--- src/sv/pdc_pkg.sv ---
package pdc_pkg;

  localparam int unsigned GAIN_W    = 8;
  localparam int unsigned DRIVE_W   = 9;
  localparam int unsigned CFG_IDX_W = 3;

  localparam logic [CFG_IDX_W-1:0] REG_SETPOINT    = 3'd0;
  localparam logic [CFG_IDX_W-1:0] REG_GAIN_P      = 3'd1;
  localparam logic [CFG_IDX_W-1:0] REG_GAIN_I      = 3'd2;
  localparam logic [CFG_IDX_W-1:0] REG_GAIN_D      = 3'd3;
  localparam logic [CFG_IDX_W-1:0] REG_DRIVE_LIMIT = 3'd4;

  localparam logic [GAIN_W-1:0] GAIN_P_RST      = 8'd50;
  localparam logic [GAIN_W-1:0] GAIN_I_RST      = 8'd5;
  localparam logic [GAIN_W-1:0] GAIN_D_RST      = 8'd70;
  localparam logic [GAIN_W-1:0] DRIVE_LIMIT_RST = 8'd255;

  localparam logic signed [DRIVE_W-1:0] BUMP_POS_LO = 9'sd6;
  localparam logic signed [DRIVE_W-1:0] BUMP_POS_HI = 9'sd9;
  localparam logic signed [DRIVE_W-1:0] BUMP_POS    = 9'sd10;
  localparam logic signed [DRIVE_W-1:0] BUMP_NEG_LO = -9'sd9;
  localparam logic signed [DRIVE_W-1:0] BUMP_NEG_HI = -9'sd6;
  localparam logic signed [DRIVE_W-1:0] BUMP_NEG    = -9'sd10;

  typedef struct packed {
    logic [GAIN_W-1:0] gain_p;
    logic [GAIN_W-1:0] gain_i;
    logic [GAIN_W-1:0] gain_d;
    logic [GAIN_W-1:0] drive_limit;
  } gains_t;

endpackage

--- src/sv/pdc_law.sv ---
module pdc_law import pdc_pkg::*; #(
  parameter int unsigned SAMPLE_BITS = 12,
  parameter int unsigned SUM_BITS    = 24
) (
  input  logic        [SAMPLE_BITS-1:0] setpoint_i,
  input  gains_t                        gains_i,
  input  logic        [SAMPLE_BITS-1:0] distance_a_i,
  input  logic        [SAMPLE_BITS-1:0] distance_b_i,
  input  logic signed [SAMPLE_BITS:0]   prev_error_i,
  input  logic signed [SUM_BITS-1:0]    error_sum_i,
  output logic signed [SAMPLE_BITS:0]   error_o,
  output logic signed [SUM_BITS-1:0]    error_sum_o,
  output logic signed [DRIVE_W-1:0]     drive_o,
  output logic                          clamped_o
);

  localparam int unsigned EW  = SAMPLE_BITS + 1;
  localparam int unsigned PW  = EW + GAIN_W + 1;
  localparam int unsigned DW  = EW + GAIN_W + 2;
  localparam int unsigned IW  = SUM_BITS + GAIN_W + 1;
  localparam int unsigned VW  = ((IW > DW) ? IW : DW) + 2;

  localparam logic signed [SUM_BITS-1:0] SUM_MAX = {1'b0, {(SUM_BITS-1){1'b1}}};
  localparam logic signed [SUM_BITS-1:0] SUM_MIN = {1'b1, {(SUM_BITS-1){1'b0}}};

  logic signed [EW-1:0]       err_a;
  logic signed [EW-1:0]       err_b;
  logic signed [EW-1:0]       err;
  logic signed [EW:0]         diff;
  logic signed [GAIN_W:0]     gp;
  logic signed [GAIN_W:0]     gi;
  logic signed [GAIN_W:0]     gd;
  logic signed [PW-1:0]       p_term;
  logic signed [IW-1:0]       i_term;
  logic signed [DW-1:0]       d_term;
  logic signed [VW-1:0]       raw;
  logic signed [VW-1:0]       lim;
  logic signed [VW-1:0]       held;
  logic signed [DRIVE_W-1:0]  drv;
  logic signed [SUM_BITS:0]   sum_wide;
  logic                       clip;

  always_comb begin
    err_a  = $signed({1'b0, setpoint_i}) - $signed({1'b0, distance_a_i});
    err_b  = $signed({1'b0, setpoint_i}) - $signed({1'b0, distance_b_i});
    err    = (err_a < err_b) ? err_a : err_b;
    diff   = (EW+1)'(err) - (EW+1)'(prev_error_i);

    gp     = $signed({1'b0, gains_i.gain_p});
    gi     = $signed({1'b0, gains_i.gain_i});
    gd     = $signed({1'b0, gains_i.gain_d});
    p_term = PW'(gp) * PW'(err);
    i_term = IW'(gi) * IW'(error_sum_i);
    d_term = DW'(gd) * DW'(diff);
    raw    = VW'(p_term) + VW'(i_term) + VW'(d_term);

    lim    = VW'($signed({1'b0, gains_i.drive_limit}));
    clip   = 1'b1;
    if (raw > lim) begin
      held = lim;
    end else if (raw < -lim) begin
      held = -lim;
    end else begin
      held = raw;
      clip = 1'b0;
    end

    drv = held[DRIVE_W-1:0];
    if (drv >= BUMP_POS_LO && drv <= BUMP_POS_HI) begin
      drv = BUMP_POS;
    end else if (drv >= BUMP_NEG_LO && drv <= BUMP_NEG_HI) begin
      drv = BUMP_NEG;
    end

    sum_wide = (SUM_BITS+1)'(error_sum_i) + (SUM_BITS+1)'(err);
    if (clip) begin
      error_sum_o = error_sum_i;
    end else if (sum_wide[SUM_BITS] != sum_wide[SUM_BITS-1]) begin
      error_sum_o = sum_wide[SUM_BITS] ? SUM_MIN : SUM_MAX;
    end else begin
      error_sum_o = sum_wide[SUM_BITS-1:0];
    end

    error_o   = err;
    drive_o   = drv;
    clamped_o = clip;
  end

endmodule

--- src/sv/pid_distance_controller.sv ---
// Pipeline: the input register, PID datapath and output register form a
//   two-stage pipeline; a result is loaded into the output register once
//   that register is free to take it, with state updated in one pass.
// Throughput: one request per cycle while the output is not stalled.
// Reset: clears valid flags, previous error and error sum, and loads the
//   default setpoint and gains.
module pid_distance_controller import pdc_pkg::*; #(
  parameter int unsigned SAMPLE_BITS = 12,
  parameter int unsigned SUM_BITS    = 24
) (
  input  logic                         clk_i,
  input  logic                         rst_ni,
  input  logic                         cfg_we_i,
  input  logic        [CFG_IDX_W-1:0]  cfg_index_i,
  input  logic        [SAMPLE_BITS-1:0] cfg_data_i,
  input  logic                         in_valid_i,
  output logic                         in_stall_o,
  input  logic        [SAMPLE_BITS-1:0] distance_a_i,
  input  logic        [SAMPLE_BITS-1:0] distance_b_i,
  output logic                         out_valid_o,
  input  logic                         out_stall_i,
  output logic signed [DRIVE_W-1:0]    drive_o,
  output logic                         clamped_o
);

  logic                          in_vld_q;
  logic [SAMPLE_BITS-1:0]        dist_a_q;
  logic [SAMPLE_BITS-1:0]        dist_b_q;
  logic                          out_vld_q;
  logic signed [DRIVE_W-1:0]     drive_q;
  logic                          clamped_q;
  logic [SAMPLE_BITS-1:0]        setpoint_q;
  gains_t                        gains_q;
  logic signed [SAMPLE_BITS:0]   prev_error_q;
  logic signed [SAMPLE_BITS:0]   prev_error_d;
  logic signed [SUM_BITS-1:0]    error_sum_q;
  logic signed [SUM_BITS-1:0]    error_sum_d;
  logic signed [DRIVE_W-1:0]     drive_d;
  logic                          clamped_d;
  logic                          advance;
  logic                          in_take;

  assign advance    = in_vld_q && (!out_vld_q || !out_stall_i);
  assign in_stall_o = in_vld_q && !advance;
  assign in_take    = in_valid_i && !in_stall_o;

  pdc_law #(
    .SAMPLE_BITS(SAMPLE_BITS),
    .SUM_BITS   (SUM_BITS)
  ) u_law (
    .setpoint_i  (setpoint_q),
    .gains_i     (gains_q),
    .distance_a_i(dist_a_q),
    .distance_b_i(dist_b_q),
    .prev_error_i(prev_error_q),
    .error_sum_i (error_sum_q),
    .error_o     (prev_error_d),
    .error_sum_o (error_sum_d),
    .drive_o     (drive_d),
    .clamped_o   (clamped_d)
  );

  always_ff @(posedge clk_i or negedge rst_ni) begin
    if (!rst_ni) begin
      setpoint_q          <= '0;
      gains_q.gain_p      <= GAIN_P_RST;
      gains_q.gain_i      <= GAIN_I_RST;
      gains_q.gain_d      <= GAIN_D_RST;
      gains_q.drive_limit <= DRIVE_LIMIT_RST;
    end else if (cfg_we_i) begin
      case (cfg_index_i)
        REG_SETPOINT:    setpoint_q          <= cfg_data_i;
        REG_GAIN_P:      gains_q.gain_p      <= cfg_data_i[GAIN_W-1:0];
        REG_GAIN_I:      gains_q.gain_i      <= cfg_data_i[GAIN_W-1:0];
        REG_GAIN_D:      gains_q.gain_d      <= cfg_data_i[GAIN_W-1:0];
        REG_DRIVE_LIMIT: gains_q.drive_limit <= cfg_data_i[GAIN_W-1:0];
        default: ;
      endcase
    end
  end

  always_ff @(posedge clk_i or negedge rst_ni) begin
    if (!rst_ni) begin
      in_vld_q     <= 1'b0;
      out_vld_q    <= 1'b0;
      prev_error_q <= '0;
      error_sum_q  <= '0;
    end else begin
      if (in_take) begin
        in_vld_q <= 1'b1;
      end else if (advance) begin
        in_vld_q <= 1'b0;
      end
      if (advance) begin
        out_vld_q    <= 1'b1;
        prev_error_q <= prev_error_d;
        error_sum_q  <= error_sum_d;
      end else if (!out_stall_i) begin
        out_vld_q <= 1'b0;
      end
    end
  end

  always_ff @(posedge clk_i) begin
    if (in_take) begin
      dist_a_q <= distance_a_i;
      dist_b_q <= distance_b_i;
    end
    if (advance) begin
      drive_q   <= drive_d;
      clamped_q <= clamped_d;
    end
  end

  assign out_valid_o = out_vld_q;
  assign drive_o     = drive_q;
  assign clamped_o   = clamped_q;

  a_no_overwrite: assert property (@(posedge clk_i) disable iff (!rst_ni)
    !(advance && out_vld_q && out_stall_i))
    else $error("result overwritten while stalled");

  a_state_hold: assert property (@(posedge clk_i) disable iff (!rst_ni)
    !advance |=> ($stable(error_sum_q) && $stable(prev_error_q)))
    else $error("controller state changed without a request");

  a_no_bump_gap: assert property (@(posedge clk_i) disable iff (!rst_ni)
    out_vld_q |-> !((drive_q >= BUMP_POS_LO && drive_q <= BUMP_POS_HI) ||
                    (drive_q >= BUMP_NEG_LO && drive_q <= BUMP_NEG_HI)))
    else $error("drive left in dead band");

  a_clamp_hold_sum: assert property (@(posedge clk_i) disable iff (!rst_ni)
    (advance && clamped_d) |=> $stable(error_sum_q))
    else $error("error sum moved on a clamped drive");

endmodule

--- config.mk ---
export PLATFORM = sky130hd
export DESIGN_NAME = pid_distance_controller
export DESIGN_NICKNAME = d
export VERILOG_FILES = /design/src/sv/pdc_pkg.sv /design/src/sv/pdc_law.sv /design/src/sv/pid_distance_controller.sv
export SDC_FILE = /design/constraint.sdc
export NUM_CORES = 2
export LEC_CHECK = 0
export BUFFER_PORTS_ARGS = -buffer_cell sky130_fd_sc_hd__buf_2
export CORE_MARGIN = 4
export CORE_UTILIZATION = 55
export CTS_CLUSTER_DIAMETER = 80
export DETAILED_ROUTE_END_ITERATION = 12
export PLACE_DENSITY = 0.85
export SYNTH_ARGS = -nofsm -noshare
export SYNTH_HDL_FRONTEND = slang
export SYNTH_SLANG_ARGS = --single-unit
--- constraint.sdc ---
create_clock -name clk_i -period 15.4 [get_ports clk_i]
set_clock_uncertainty 0.2 [all_clocks]
set_input_delay 0.77 -clock clk_i [delete_from_list [all_inputs] [get_ports clk_i]]
set_output_delay 0.77 -clock clk_i [all_outputs]
set_load 0.02 [all_outputs]
==> impl_metrics.ini <==
[run_status]
outcome = finished with violations
violations = setup timing

[timing]
setup_viol = 4
finalSetupTns_ps = -447
drv_slew = 0
period_needed_ps = 15560
rsz0062_at_grt = true
fin_ws_ps = -158
slew_headroom_pct = 12.6
hold_violations = 0
whs_ps = 87.3
tightest_slew_ps = 1290
fmax_ghz = 0.0643
finalCritPeriodShare_pct = 101

[final_layout]
seq_area_sq_um = 3120
antenna_cells = 0
nets = 3907
finalInstanceArea_sq_um = 30600
syn_to_final_growth_pct = 15.8
layout-drive-gt1-share_pct = 18.3
n_fill_cell = 3405
multiInputGateArea_sq_um = 21400

[run]
drv_cap = 0

[global_route]
overflow = 0
grt_usage_pct = 27.8
grt_pass1_wl_mm = 114
grt_antenna_before_repair = 1
grt_pass1_vias = 23000
grt_start_max_net_pins = 49

[synthesis]
synth_most_common_cell = inv_1
netlist_area_sq_um = 26400
synth_top_area_cell = fa_1
syn_inst = 2929
synth-seq-cells = 117
async_reset_ff_share_pct = 70.9
syn_area_per_cell_sq_um = 9.01
synth_edf_count = 34
syn-num-nets = 3680
ys_types = 85
synth_flop_cell = dfrtp_1
ys_seq_area_share_pct = 11.8
ys_warn_count = 0
synthTopCellsByCount = 707 x inv_1, 460 x fa_1, 286 x nand2_1, 247 x ha_1, 234 x and2_1
yosys.area.top_type_share_pct = 34.9
yosys-top-cells-area = fa_1 35%, ha_1 12%, inv_1 10%

[placed_design]
gp_congestion = 0.971
dpl_cell_area_sq_um = 28600
hpwl_mm = 55.8
numPortBuffers = 55
pre_cts_slack_ps = -882

[routing]
wl_met1_mm = 27.2
post_drt_wl_per_cell_microns = 19.7
dr_wl_met2_mm = 36.1
antenna_left = 0
via_count = 22000
wirelength_mm = 74.6
met3WireLength_mm = 6.64
drt-vias-per-instance = 5.80
drt_iter0_drc = 1824
routed.top_layer = met4
drc = 0
dr.pass1.iters = 6

[critical_path]
ff2ff_setup_slack_ps = -160
cp_slowest_cell = fa_1
cp_top_family = compound AO/OA/AOI/OAI gates
worstSetupPathType = reg -> reg
crit_fanout = 7
crit_buf_inv = 11
cp.arrival_ps = 15550
critPathLaunchType = register
critPathRequiredTime_ps = 15390
cpMostUsedCell = fa_1
end_kind = register
critPathMaxStageDelay_ps = 560

[clock_network]
cts_tree = yes
cts_buffer_depth = 2
cts-htree-levels = 4
cts.sinks = 117
cts-root-buf = clkbuf_16
worstSkewPairLatency_ps = 470
clk_pin_slew_ps = 70
cts-buffers-inserted = 17

[die]
pin_count = 56
die_area_sq_um = 51600
row_count = 80
core-area_sq_um = 47600
die_x_microns = 227
die_h_microns = 227
initial_core_util_pct = 55.4

[hold_path]
min_path_type = in -> async
final cells by class:
class | instances | area share (%)
clock inverters | 15 | 0.508
inverters | 707 | 8.68
flip-flops and latches | 117 | 10.2
repair buffers | 285 | 6.82
well taps | 615 | 2.52
clock buffers | 17 | 1.39
multi-input cells | 2028 | 69.9
what timing repair did:
action | CTS | global route
hold endpoints to repair | 0 | 0
gates cloned | 1 | 1
gates resized for setup | 53 | 204
setup endpoints to repair | 34 | 34
setup buffers | 12 | 38
hold buffers | 0 | 0
pin swaps | 27 | 150
path summary, 6_finish.rpt:
kind,start,endpoint,depth (start not counted)
setup / recovery,dist_a_q[1]$_DFFE_PP_,drive_o[2]$_SDFFCE_PP0P_,65
hold / removal,rst_ni,setpoint_q[9]$_DFFE_PN0P_,1
setup reg to reg,dist_a_q[1]$_DFFE_PP_,drive_o[2]$_SDFFCE_PP0P_,65
hold reg to reg,in_vld_q$_DFFE_PN0P_,out_valid_o$_DFFE_PN0P_,1
max in group asynchronous,rst_ni,gains_q[17]$_DFFE_PN0P_,2
min in group clk_i,in_vld_q$_DFFE_PN0P_,out_valid_o$_DFFE_PN0P_,1
placed cells by master (no fill, tap or decap), drive strengths merged, types with 6 or more instances in the layout:
cell and n:
and4 7, a31oi 10, and3 11, o21bai 6, a2111oi 11, or3 10, xnor2 58, o211ai 15
a21oi 80, o2111ai 9, nand3 29, o21ai 105, xor2 21, clkbuf 17, nand2b 19, dfrtp 67
dfstp 16, o31ai 11, edfxtp 34, o21a 19, nor3 33, mux2i 8, ha 247, nor2 86
nor2b 28, mux2 47, buf 285, a211oi 11, inv 718, a21boi 19, and2 238, fa 460
nand2 286, a21o 52, nand4 16
flip-flops by register name, summed over array words and instances (netlist names):
| signal | flops |
|---|---|
| in_vld_q | 1 |
| out_valid_o | 1 |
| dist_a_q | 12 |
| setpoint_q | 12 |
| clamped_o | 1 |
| drive_o | 9 |
| prev_error_q | 13 |
| dist_b_q | 12 |
| error_sum_q | 24 |
| gains_q | 32 |
metal layers:
layer  vias up  GRT usage, %
li1       9600             -
met1     10800          34.4
met2      1164          47.1
met3       352          5.36
met4         0          13.4
met5         -             0
kinds of logic after synthesis:
logic type | after synthesis | share of synthesized area (%)
adders and majority gates | 710 | 46.7
muxes | 55 | 2.32
DFF | 117 | 11.8
and+or+nand+nor | 789 | 15.2
xor gates and xnor gates | 79 | 2.62
AOI/OAI and AO/OA | 395 | 10.1
buffers and inverters | 784 | 11.3
through the flow:
stage,utilization [%],instances
2_1_floorplan,-,2929
3_3_place_gp,60.0,3700
3_5_place_dp,60.0,3700
4_1_cts,61.7,3745
5_1_grt,64.2,3784
6_report,64.2,3784
Power is left out: the tool's default activity adds up to more than one toggle a clock period on the data nets, which glitch-free logic cannot reach.
